### config.mk
export PLATFORM = sky130hd
export DESIGN_NAME = nibble_pulse_count_encoder_flat
export DESIGN_NICKNAME = d
export VERILOG_FILES = /design/src/hdl/npce_pkg.sv /design/src/hdl/npce_ifs.sv /design/src/hdl/npce_front.sv /design/src/hdl/npce_fifo.sv /design/src/hdl/npce_back.sv /design/src/hdl/nibble_pulse_count_encoder.sv /design/src/flat_wrapper.sv
export SDC_FILE = /design/constraint.sdc
export NUM_CORES = 1
export LEC_CHECK = 0
export BUFFER_PORTS_ARGS = -buffer_cell sky130_fd_sc_hd__buf_2
export CAP_MARGIN = 20
export CORE_UTILIZATION = 55
export CTS_CLUSTER_SIZE = 30
export DETAILED_ROUTE_END_ITERATION = 12
export PLACE_DENSITY = 0.74
export RECOVER_POWER = 100
export SKIP_CTS_REPAIR_TIMING = 1
export SLEW_MARGIN = 20
export SYNTH_ARGS = -nofsm -noshare
export SYNTH_HDL_FRONTEND = slang
export SYNTH_HIERARCHICAL = 1
export SYNTH_SLANG_ARGS = --single-unit
### constraint.sdc
create_clock -name clk -period 6.5 [get_ports clk]
set_input_delay 0.975 -clock clk [delete_from_list [all_inputs] [get_ports clk]]
set_output_delay 0.975 -clock clk [all_outputs]
set_load 0.005 [all_outputs]
### src/hdl/npce_pkg.sv
package npce_pkg;

    // Default pulse counts for the escape preamble and the end code.
    localparam int PREAMBLE_PULSES_DEF = 2;
    localparam int END_PULSES_DEF = 2;

    // Nibble counts after the escape offset reach at most 30.
    localparam int NCW = 5;
    localparam int CNT_MAX = 30;

    // Depth of the queue between the front and back parts.
    localparam int QDEPTH = 2;
    localparam int QAW = (QDEPTH > 1) ? $clog2(QDEPTH) : 1;
    localparam int QLW = $clog2(QDEPTH + 1);

    // Command codes.
    localparam logic [1:0] CMD_BYTE     = 2'd0;
    localparam logic [1:0] CMD_BYTE_END = 2'd1;
    localparam logic [1:0] CMD_END_ONLY = 2'd2;
    localparam logic [1:0] CMD_UNUSED   = 2'd3;

    // Pulse kinds.
    localparam logic [1:0] KIND_HIGH = 2'd0;
    localparam logic [1:0] KIND_LOW  = 2'd1;
    localparam logic [1:0] KIND_ALT  = 2'd2;

    // Phases.
    localparam logic [1:0] PH_PRE  = 2'd0;
    localparam logic [1:0] PH_DATA = 2'd1;
    localparam logic [1:0] PH_END  = 2'd2;

    // Byte masks and the zero nibble.
    localparam logic [7:0] HI_MASK  = 8'hF0;
    localparam logic [7:0] LO_MASK  = 8'h0F;
    localparam logic [3:0] NIB_ZERO = 4'h0;

    // Reset value of the escape offset register.
    localparam logic [3:0] ESC_OFFSET_RST = 4'd1;

    // One classified command: which pulse trains it still needs.
    typedef struct packed {
        logic           pre;
        logic [NCW-1:0] hi;
        logic [NCW-1:0] lo;
        logic           fin;
    } desc_t;

    // Write side of the queue.
    typedef struct packed {
        logic  valid;
        desc_t desc;
    } q_push_t;

    // Queue status seen by both sides.
    typedef struct packed {
        logic           full;
        logic           empty;
        logic [QLW-1:0] level;
    } q_stat_t;

endpackage

### src/hdl/npce_ifs.sv
interface npce_in_if;
    logic       valid;
    logic       ready;
    logic [1:0] cmd;
    logic [7:0] data_byte;

    modport source (output valid, output cmd, output data_byte, input ready);
    modport sink (input valid, input cmd, input data_byte, output ready);
endinterface

interface npce_out_if;
    logic       valid;
    logic       ready;
    logic [1:0] pulse_kind;
    logic [1:0] phase;
    logic       last;

    modport source (output valid, output pulse_kind, output phase, output last, input ready);
    modport sink (input valid, input pulse_kind, input phase, input last, output ready);
endinterface

### src/hdl/npce_front.sv
module npce_front (
    input  logic             clk,
    input  logic             rst_n,
    input  logic             cfg_we,
    input  logic [3:0]       cfg_wdata,
    npce_in_if.sink          in_ch,
    input  npce_pkg::q_stat_t q_stat,
    output npce_pkg::q_push_t q_push
);
    import npce_pkg::*;

    logic [3:0] esc_offset_reg;
    logic [3:0] hi_nib;
    logic [3:0] lo_nib;
    logic [3:0] add;
    logic       has_byte;
    logic       esc;

    // Escape offset register.
    always_ff @(posedge clk or negedge rst_n)
    begin
        if (!rst_n)
        begin
            esc_offset_reg <= ESC_OFFSET_RST;
        end
        else if (cfg_we)
        begin
            esc_offset_reg <= cfg_wdata;
        end
    end

    // A beat is taken whenever the queue has room.
    assign in_ch.ready = !q_stat.full;

    // Split the byte and decide whether the escape form is needed.
    always_comb
    begin
        hi_nib   = 4'((in_ch.data_byte & HI_MASK) >> 4);
        lo_nib   = 4'(in_ch.data_byte & LO_MASK);
        has_byte = (in_ch.cmd == CMD_BYTE) || (in_ch.cmd == CMD_BYTE_END);
        esc      = has_byte && ((hi_nib == NIB_ZERO) || (lo_nib == NIB_ZERO));
        add      = esc ? esc_offset_reg : NIB_ZERO;

        q_push.desc.pre = esc;
        q_push.desc.hi  = has_byte ? ({1'b0, hi_nib} + {1'b0, add}) : '0;
        q_push.desc.lo  = has_byte ? ({1'b0, lo_nib} + {1'b0, add}) : '0;
        q_push.desc.fin = (in_ch.cmd == CMD_BYTE_END) || (in_ch.cmd == CMD_END_ONLY);

        // The unused command produces no pulses and is dropped here.
        q_push.valid = in_ch.valid && in_ch.ready && (in_ch.cmd != CMD_UNUSED);
    end

endmodule

### src/hdl/npce_fifo.sv
module npce_fifo (
    input  logic              clk,
    input  logic              rst_n,
    input  npce_pkg::q_push_t q_push,
    input  logic              pop,
    output npce_pkg::desc_t   head,
    output npce_pkg::q_stat_t q_stat
);
    import npce_pkg::*;

    desc_t          entry_reg [QDEPTH];
    logic [QAW-1:0] wr_ptr_reg;
    logic [QAW-1:0] rd_ptr_reg;
    logic [QLW-1:0] level_reg;
    logic           do_push;
    logic           do_pop;

    assign q_stat.full  = (level_reg == QLW'(QDEPTH));
    assign q_stat.empty = (level_reg == '0);
    assign q_stat.level = level_reg;
    assign head         = entry_reg[rd_ptr_reg];

    assign do_push = q_push.valid && !q_stat.full;
    assign do_pop  = pop && !q_stat.empty;

    // Entry storage.
    always_ff @(posedge clk)
    begin
        if (do_push)
        begin
            entry_reg[wr_ptr_reg] <= q_push.desc;
        end
    end

    // Pointers and fill level.
    always_ff @(posedge clk or negedge rst_n)
    begin
        if (!rst_n)
        begin
            wr_ptr_reg <= '0;
            rd_ptr_reg <= '0;
            level_reg  <= '0;
        end
        else
        begin
            if (do_push)
            begin
                wr_ptr_reg <= (wr_ptr_reg == QAW'(QDEPTH - 1)) ? '0 : wr_ptr_reg + 1'b1;
            end
            if (do_pop)
            begin
                rd_ptr_reg <= (rd_ptr_reg == QAW'(QDEPTH - 1)) ? '0 : rd_ptr_reg + 1'b1;
            end
            if (do_push && !do_pop)
            begin
                level_reg <= level_reg + 1'b1;
            end
            else if (do_pop && !do_push)
            begin
                level_reg <= level_reg - 1'b1;
            end
        end
    end

endmodule

### src/hdl/npce_back.sv
module npce_back #(
    parameter int PREAMBLE_PULSES = npce_pkg::PREAMBLE_PULSES_DEF,
    parameter int END_PULSES = npce_pkg::END_PULSES_DEF
) (
    input  logic              clk,
    input  logic              rst_n,
    input  npce_pkg::desc_t   head,
    input  npce_pkg::q_stat_t q_stat,
    output logic              pop,
    output logic              idle,
    npce_out_if.source        out_ch
);
    import npce_pkg::*;

    localparam int ALT_MAX = (PREAMBLE_PULSES > END_PULSES) ? PREAMBLE_PULSES : END_PULSES;
    localparam int LEN_MAX = (ALT_MAX > CNT_MAX) ? ALT_MAX : CNT_MAX;
    localparam int CW = $clog2(LEN_MAX + 1);

    typedef enum logic [4:0] {
        ST_IDLE = 5'b00001,
        ST_PRE  = 5'b00010,
        ST_HIGH = 5'b00100,
        ST_LOW  = 5'b01000,
        ST_END  = 5'b10000
    } state_t;

    typedef struct packed {
        state_t        state;
        logic [CW-1:0] len;
        desc_t         rest;
    } seg_t;

    state_t        state_reg;
    logic [CW-1:0] cnt_reg;
    desc_t         pend_reg;
    logic          out_valid_reg;
    logic [1:0]    kind_reg;
    logic [1:0]    phase_reg;
    logic          last_reg;

    desc_t         src;
    seg_t          seg;
    logic          adv;
    logic          emit;
    logic          seg_done;

    // Choose the next pulse train still pending, in output order.
    function automatic seg_t pick(desc_t d);
        seg_t s;
        s.rest = d;
        s.len  = '0;
        if (d.pre)
        begin
            s.state    = ST_PRE;
            s.len      = CW'(PREAMBLE_PULSES);
            s.rest.pre = 1'b0;
        end
        else if (d.hi != '0)
        begin
            s.state   = ST_HIGH;
            s.len     = CW'(d.hi);
            s.rest.hi = '0;
        end
        else if (d.lo != '0)
        begin
            s.state   = ST_LOW;
            s.len     = CW'(d.lo);
            s.rest.lo = '0;
        end
        else if (d.fin)
        begin
            s.state    = ST_END;
            s.len      = CW'(END_PULSES);
            s.rest.fin = 1'b0;
        end
        else
        begin
            s.state = ST_IDLE;
        end
        return s;
    endfunction

    assign adv      = !out_valid_reg || out_ch.ready;
    assign idle     = (state_reg == ST_IDLE);
    assign emit     = !idle && adv;
    assign pop      = idle && !q_stat.empty && adv;
    assign seg_done = (cnt_reg == '0);
    assign src      = idle ? head : pend_reg;
    assign seg      = pick(src);

    // Sequencer over the pulse trains of one command.
    always_ff @(posedge clk or negedge rst_n)
    begin
        if (!rst_n)
        begin
            state_reg <= ST_IDLE;
            cnt_reg   <= '0;
        end
        else if (pop || (emit && seg_done))
        begin
            state_reg <= seg.state;
            cnt_reg   <= seg.len - CW'(1);
        end
        else if (emit)
        begin
            cnt_reg <= cnt_reg - CW'(1);
        end
    end

    // Pending trains of the command being sent.
    always_ff @(posedge clk)
    begin
        if (pop || (emit && seg_done))
        begin
            pend_reg <= seg.rest;
        end
    end

    // Output valid flag.
    always_ff @(posedge clk or negedge rst_n)
    begin
        if (!rst_n)
        begin
            out_valid_reg <= 1'b0;
        end
        else if (adv)
        begin
            out_valid_reg <= !idle;
        end
    end

    // Output payload for the current pulse.
    always_ff @(posedge clk)
    begin
        if (emit)
        begin
            last_reg <= seg_done && (seg.state == ST_IDLE);
            case (state_reg)
                ST_PRE:
                begin
                    kind_reg  <= KIND_ALT;
                    phase_reg <= PH_PRE;
                end
                ST_HIGH:
                begin
                    kind_reg  <= KIND_HIGH;
                    phase_reg <= PH_DATA;
                end
                ST_LOW:
                begin
                    kind_reg  <= KIND_LOW;
                    phase_reg <= PH_DATA;
                end
                ST_END:
                begin
                    kind_reg  <= KIND_ALT;
                    phase_reg <= PH_END;
                end
                default:
                begin
                    kind_reg  <= KIND_ALT;
                    phase_reg <= PH_END;
                end
            endcase
        end
    end

    assign out_ch.valid      = out_valid_reg;
    assign out_ch.pulse_kind = kind_reg;
    assign out_ch.phase      = phase_reg;
    assign out_ch.last       = last_reg;

endmodule

### src/hdl/nibble_pulse_count_encoder.sv
// The first pulse follows the queue write, the sequencer load and the output register.
// Throughput: a command of 2 to 49 pulses (default counts) holds the sequencer for one
// load step, then sends one pulse a cycle while the output is not stalled.
// A two-entry queue lets new commands be accepted while earlier ones are still sent.
// Reset: escape offset returns to 1, the queue empties and no pulse is pending.
module nibble_pulse_count_encoder #(
    parameter int PREAMBLE_PULSES = npce_pkg::PREAMBLE_PULSES_DEF,
    parameter int END_PULSES = npce_pkg::END_PULSES_DEF
) (
    input  logic       clk,
    input  logic       rst_n,
    input  logic       cfg_we,
    input  logic [3:0] cfg_wdata,
    npce_in_if.sink    in_ch,
    npce_out_if.source out_ch
);
    import npce_pkg::*;

    q_push_t q_push;
    q_stat_t q_stat;
    desc_t   head;
    logic    pop;
    logic    back_idle;

    // Front part: register, classification and push.
    npce_front u_front (
        .clk       (clk),
        .rst_n     (rst_n),
        .cfg_we    (cfg_we),
        .cfg_wdata (cfg_wdata),
        .in_ch     (in_ch),
        .q_stat    (q_stat),
        .q_push    (q_push)
    );

    // Queue between the two parts.
    npce_fifo u_fifo (
        .clk    (clk),
        .rst_n  (rst_n),
        .q_push (q_push),
        .pop    (pop),
        .head   (head),
        .q_stat (q_stat)
    );

    // Back part: pulse sequencer and output register.
    npce_back #(
        .PREAMBLE_PULSES (PREAMBLE_PULSES),
        .END_PULSES      (END_PULSES)
    ) u_back (
        .clk    (clk),
        .rst_n  (rst_n),
        .head   (head),
        .q_stat (q_stat),
        .pop    (pop),
        .idle   (back_idle),
        .out_ch (out_ch)
    );

    // The front never pushes into a full queue.
    a_no_push_full: assert property (@(posedge clk) disable iff (!rst_n)
        q_push.valid |-> !q_stat.full)
        else $error("push into full queue");

    // The fill level never exceeds the queue depth.
    a_level_bound: assert property (@(posedge clk) disable iff (!rst_n)
        q_stat.level <= QLW'(QDEPTH))
        else $error("queue level out of range");

    // An idle sequencer with a waiting command and a free output starts it.
    a_start: assert property (@(posedge clk) disable iff (!rst_n)
        (back_idle && !q_stat.empty && (!out_ch.valid || out_ch.ready)) |=> !back_idle)
        else $error("sequencer did not start a waiting command");

    // Preamble and end code pulses are always of the alternating kind.
    a_alt_kind: assert property (@(posedge clk) disable iff (!rst_n)
        (out_ch.valid && (out_ch.phase == PH_PRE || out_ch.phase == PH_END))
        |-> (out_ch.pulse_kind == KIND_ALT))
        else $error("wrong pulse kind for preamble or end code");

endmodule
### src/flat_wrapper.sv
// flat-port wrapper written by rule: the top's interface ports become plain ports
module nibble_pulse_count_encoder_flat import npce_pkg::*;
#(
    parameter int PREAMBLE_PULSES = npce_pkg::PREAMBLE_PULSES_DEF,
    parameter int END_PULSES = npce_pkg::END_PULSES_DEF
)
  (clk, rst_n, cfg_we, cfg_wdata, in_ch_valid, in_ch_cmd, in_ch_data_byte, in_ch_ready, out_ch_valid, out_ch_pulse_kind, out_ch_phase, out_ch_last, out_ch_ready);
  npce_in_if in_ch_i ();
  npce_out_if out_ch_i ();
  input  logic clk;
  input  logic rst_n;
  input  logic cfg_we;
  input  logic [3:0] cfg_wdata;
  input wire logic [$bits(in_ch_i.valid)-1:0] in_ch_valid;
  input wire logic [$bits(in_ch_i.cmd)-1:0] in_ch_cmd;
  input wire logic [$bits(in_ch_i.data_byte)-1:0] in_ch_data_byte;
  output wire logic [$bits(in_ch_i.ready)-1:0] in_ch_ready;
  output wire logic [$bits(out_ch_i.valid)-1:0] out_ch_valid;
  output wire logic [$bits(out_ch_i.pulse_kind)-1:0] out_ch_pulse_kind;
  output wire logic [$bits(out_ch_i.phase)-1:0] out_ch_phase;
  output wire logic [$bits(out_ch_i.last)-1:0] out_ch_last;
  input wire logic [$bits(out_ch_i.ready)-1:0] out_ch_ready;
  assign in_ch_i.valid = in_ch_valid;
  assign in_ch_i.cmd = in_ch_cmd;
  assign in_ch_i.data_byte = in_ch_data_byte;
  assign in_ch_ready = in_ch_i.ready;
  assign out_ch_valid = out_ch_i.valid;
  assign out_ch_pulse_kind = out_ch_i.pulse_kind;
  assign out_ch_phase = out_ch_i.phase;
  assign out_ch_last = out_ch_i.last;
  assign out_ch_i.ready = out_ch_ready;
  nibble_pulse_count_encoder #(.PREAMBLE_PULSES(PREAMBLE_PULSES), .END_PULSES(END_PULSES)) u_core (.clk(clk), .rst_n(rst_n), .cfg_we(cfg_we), .cfg_wdata(cfg_wdata), .in_ch(in_ch_i), .out_ch(out_ch_i));
endmodule
### Yosys cells after proc, flatten, opt, wreduce, memory -nomap -nowiden

Memory sizes are Yosys's and may differ from the RTL's.
Cells that the tools add are included.

| word-level totals | value |
|---|---|
| logic and storage cells | 88 |
| memories | 1 |
| memory bits (writable) | 24 |
| input bits | 19 |
| flip-flop bits (word level) | 35 |

| operators by class | value |
|---|---|
| $add $sub $neg | 8 |
| eq/ne operators | 9 |
| mux-type cells | 24 |
| reduce and logical (&&, ||, !) cells | 33 |

Memories:

| memory | depth | width | rd ports | clocked after memory_dff | wr ports | RTL line | source |
|---|---|---|---|---|---|---|---|
| u_core.u_fifo.entry_reg | 2 | 12 | 1 | 0 | 1 | npce_fifo.sv:11 | `desc_t entry_reg [QDEPTH];` |

Operator list:

| kind | count |
|---|---|
| $mux 5 | 7 |
| $mux 10 | 3 |
| $logic_and 1x1->1 | 12 |
| $mux 12 | 1 |
| $mux 11 | 1 |
| $add 4x4->5 | 2 |
| $eq 5x1->1 const B | 2 |
| $reduce_bool 5->1 | 2 |
| $sub 5x1->5 const B | 2 |
| $logic_not 4->1 | 2 |
| $pmux 2 s2 | 2 |
| $logic_not 1->1 | 6 |
| $mux 2 | 3 |
| $mux 6 | 1 |
| $eq 5x2->1 const B | 1 |
| $eq 5x3->1 const B | 1 |
| $eq 5x4->1 const B | 1 |
| $logic_not 5->1 | 1 |
| $logic_or 1x1->1 | 5 |
| $mux 1 | 5 |
| $eq 2x2->1 const B | 2 |
| $logic_not 2->1 | 2 |
| $mux 4 | 1 |
| $reduce_bool 2->1 | 2 |
| other kinds (6) | 7 |

### Logic depth before layout (Yosys ltp)

| depth | value |
|---|---|
| word-level depth | 9 |
| mapped depth | 10 |

### By module

The synthesis kept the hierarchy.

Modules (own cells, without submodules):

| module | cells an instance | area an instance (µm²) | times used |
|---|---|---|---|
| npce_back | 154 | 1547.7 | 1 |
| npce_fifo | 56 | 1099.8 | 1 |
| npce_front | 73 | 608.1 | 1 |

### Least setup slack after synthesis

Ideal clock, no wire load.

| timing path | value |
|---|---|
| path kind | input to register |
| from | input port in_ch_data_byte[5] |
| to | memory u_core/u_fifo/entry_reg[0][4] (netlist name), data pin |
| path slack | 3622 ps |
| arrival time | 2609 ps |
| path buffers | 0 |
| stages on the path | 8 |
| cell sequence | or4_4 -> a21oi_1 -> and2_1 -> ha_1 -> o21ai_0 -> a211o_1 -> a21oi_1 -> nor3b_1 |

RTL lines:

| what | RTL line | source |
|---|---|---|
| start: declaration | flat_wrapper.sv:16 | `input wire logic [$bits(in_ch_i.data_byte)-1:0] in_ch_data_byte;` |
| end: declaration | npce_fifo.sv:11 |  |

### Worst setup path after layout

| timing path | value |
|---|---|
| from | register u_core.u_back.state_reg[2] |
| to | register u_core.u_back.cnt_reg[4] |

| between the ends | value |
|---|---|
| longest elaborated chain between the ends | 8 |

Ends and longest elaborated chain:

| what | RTL line | source |
|---|---|---|
| start: declaration | npce_back.sv:33 | `state_t state_reg;` |
| start signal: assignment | npce_back.sv:101 | `state_reg <= seg.state;` |
| $eq 5x1->1 (*) | npce_back.sv:84 | `assign idle = (state_reg == ST_IDLE);` |
| $mux 12 | npce_back.sv:88 | `assign src = idle ? head : pend_reg;` |
| $reduce_bool 5->1 or $mux 2 (tied branches) | npce_back.sv:64, npce_back.sv:70 |  |
| $mux 10 | npce_back.sv:64 | `else if (d.lo != '0)` |
| $mux 10 | npce_back.sv:58 | `else if (d.hi != '0)` |
| $mux 10 | npce_back.sv:52 | `if (d.pre)` |
| $sub 5x1->5 | npce_back.sv:102 | `cnt_reg <= seg.len - CW'(1);` |
| $mux 5 | npce_back.sv:99 | `else if (pop \|\| (emit && seg_done))` |
| end signal: assignment | npce_back.sv:102 |  |
| end signal: assignment | npce_back.sv:106 | `cnt_reg <= cnt_reg - CW'(1);` |
| end: declaration | npce_back.sv:34 | `logic [CW-1:0] cnt_reg;` |

Every way passes the cells marked *; elsewhere a longest branch is shown, timed or not.
A chain may end at the register's enable or synchronous reset.

==> results by group <==
Critical path
  – Crit-path max cell delay: 0.62 ns
  – CP arrival: 3.84 ns
  – Critical path type: reg -> reg
  – R2r setup slk: 2.90 ns
  – Reg2reg end: u_core/u_back/cnt_reg[4]$_DFFE_PN0P_
  – Register-to-Register Path Depth: 9
  – Worst-path cell chain: nor4_1 -> nand2_1 -> mux2i_1 -> nand2_1 -> clkinvlp_2 -> mux2i_1 -> ha_1 -> a31oi_1 -> o31ai_1
  – Endpoint type of the worst setup path: flop
  – Critical Path Fanout Max: 17
  – CP max-delay cell: clkinvlp_2
  – Origin of the critical flop-to-flop path: u_core/u_back/state_reg[2]$_DFFE_PN0N_
  – CP Data Required Time: 6.74 ns
  – Crit start category: flop

Placement
  – PortBufs: 25
  – Dpl ws: 3.17 ns
  – DP HPWL: 4510 um
  – GPL Wtd Cong: 0.899

Final layout
  – Final nets: 344
  – Layout cells sized above 1: 18.6%
  – Largest register FFs: 24
  – ANT cells: 0
  – P&R area growth vs syn: 9.99%

Pwr
  – Peak supply drop: 182 uV
  – Cell Int Power: 848 uW
  – Switch Pwr: 346 uW
  – Logic pwr share: 23.5%
  – Sw Ratio: 29.0%
  – Clock Power Share: 30.3%
  – Pwr Density: 333 nW/um^2
  – Seq pwr share: 46.2%
  – Leakage: 0.00142 uW

Yosys
  – Ys async rst share: 32.2%
  – EDFF count, synth: 40
  – Syn Inst Count: 283
  – Dominant cell type by area after synthesis: edfxtp_1
  – Ys Warns: 6
  – Syn nets: 315
  – Post-synth top cells: 40 x edfxtp_1, 28 x nand2_1, 18 x nor2_1
  – Synth top area cells: edfxtp_1 37%, dfrtp_1 13%, ha_1 5.0%
  – Synth Flop Type: edfxtp_1
  – Seq/Total Area, Yosys: 51.6%
  – Yosys top cell area share: 36.9%
  – Most common cell in the synthesized netlist: edfxtp_1
  – Syn Area/Cell: 11.5 um^2
  – Post-Syn Area: 3260 um^2
  – Synth cell types: 55
  – Seq cells post-synth: 59

Global routing
  – Largest net degree at the start of global routing: 23
  – Grt ovf: 0
  – Vias in the first global route: 2226
  – Total Routing Usage GR: 22.5%
  – Initial antenna violation count: 0
  – First-pass GRT wire length: 10400 um

STA
  – Hold violation count in the final report: 0
  – Period utilisation layout: 55.4%
  – Crit path time final: 3.60 ns
  – Final worst slack: 2.90 ns
  – Worst slew pin tran: 1.06 ns
  – Relative slew margins: 29.4%
  – RSZ-0062 raised after global routing: no
  – Max Slew Vio Count: 0
  – Fmax: 278 MHz
  – Final setup viols: 0
  – Fin Setup TNS: 0 ns
  – Clk_skew: 0.00884 ns

Routing
  – Final ANT Viol Nets: 0
  – Drt wl/cell: 16.1 um
  – WL final: 6280 um
  – Via/cell ratio: 5.85
  – Via Count: 2276
  – Post-route DRC violation count: 0
  – Pre-Repair DR Iteration Count: 4
  – Initial DRC Count: 152

Clock tree
  – CTS buffer count: 9
  – Root buf cell: clkbuf_8
  – Clock Latency Late Sink: 0.33 ns
  – CTS Buffer Depth: 2
  – Clock Pin Slew Worst Setup and Hold Paths: 0.07 ns
  – CTS tree: built
  – H-tree Lvls: 3
  – CTS sink count: 59

Floorplanning
  – Starting Density: 58.1%
  – Ports: 26
  – Die area: 6230 um^2
  – Die Y: 78.9 um
  – Core Rows: 27
  – CORE AREA: 5610 um^2
  – Die X-Extent: 78.9 um

Status
  – Outcome: finished, final reports clean

Min path
  – Hold WC Path Type: reg -> reg
  – Hold Path End: u_core/u_fifo/wr_ptr_reg$_DFFE_PN0N_
  – WHS Path Cells: 1
  – Worst Hold Launch: u_core/u_fifo/wr_ptr_reg$_DFFE_PN0N_

Job
  – Maxcap violations: 0
[cell families (layout without fill, tap and decap cells)]
kind of cell	after synthesis	count (layout)	share of synthesized area [%]
AOI/OAI and AO/OA	60	60	12.0
xor gates and xnor gates	12	12	3.23
adders and majority gates	13	13	5.00
buffers and inverters	19	53	2.84
DFF	59	59	51.6
muxes	21	21	8.80
and+or+nand+nor	99	99	16.6
[per-stage QoR]
step,power [uW],utilization [%],hold WS [ns],cells,cell area (um^2)
5_1_grt,1260,63.9,0.522,389,3580
3_5_place_dp,866,61.1,0.494,373,3430
3_3_place_gp,851,61.1,0.481,373,3430
6_report,1190,63.9,0.508,389,3580
4_1_cts,1230,65.1,0.510,389,3650
2_1_floorplan,780,-,0.459,283,3260
[how the worst max path moves through the flow]
stage	from	end	slack [ns]	depth (start not counted)
floorplan	in_ch_data_byte[5]	u_core/u_fifo/entry_reg[0][4]$_DFFE_PP_	3.62	8
global placement	in_ch_data_byte[5]	u_core/u_fifo/entry_reg[0][4]$_DFFE_PP_	3.32	9
detailed placement	in_ch_data_byte[5]	u_core/u_fifo/entry_reg[0][4]$_DFFE_PP_	3.17	9
CTS	u_core/u_fifo/rd_ptr_reg$_DFFE_PN0P_	u_core/u_back/cnt_reg[4]$_DFFE_PN0P_	3.46	9
global route	u_core/u_back/state_reg[1]$_DFFE_PN0N_	u_core/u_back/cnt_reg[4]$_DFFE_PN0P_	2.61	9
finish	u_core/u_back/state_reg[2]$_DFFE_PN0N_	u_core/u_back/cnt_reg[4]$_DFFE_PN0P_	2.90	9
[per-layer routing]
| metal | vias to the layer above | track usage (%) | routed length [um] |
|---|---|---|---|
| li1 | 1105 | - | - |
| met1 | 1094 | 26.3 | 2680 |
| met2 | 67 | 39.0 | 3220 |
| met3 | 10 | 4.37 | 254 |
| met4 | 0 | 12.0 | 124 |
| met5 | - | 0 | 0 |
[power groups by stage]
stage | sequential [uW] | clock, uW | combinational, uW
detailed placement | 563 | 0 | 303
floorplan | 549 | 0 | 232
finish | 551 | 362 | 281
CTS | 556 | 371 | 303
global placement | 558 | 0 | 293
global route | 563 | 386 | 311
[critical path, delay by kind of cell, from the launching register on]
| kind | cells | cell delay [ns] |
|---|---|---|
| simple gates | 3 | 1.11 |
| mux | 2 | 0.74 |
| buf+inv | 1 | 0.62 |
| flops | 1 | 0.45 |
| compound gates | 2 | 0.30 |
| fa+ha+maj | 1 | 0.27 |
[placed cells by master, fill, tap and decap left out, types with 8 or more instances in the layout]
master	instances
edfxtp_1	40
nand2_1	30
buf_2	20
nor2_1	18
dfrtp_1	17
a21oi_1	16
o21ai_0	15
ha_1	13
inv_1	11
mux2_4	10
clkbuf_8	9
a31oi_1	8
[area by class of cell]
cell class	instances	area, um^2
well taps	72	90.1
repair buffers	25	119
multi-input cells	205	1420
inverters	12	46.3
clock inverters	3	41.3
clock buffers	13	181
fillers	484	2030
flip-flops and latches	59	1680
No activity file was read; power rests on OpenSTA's default activity.
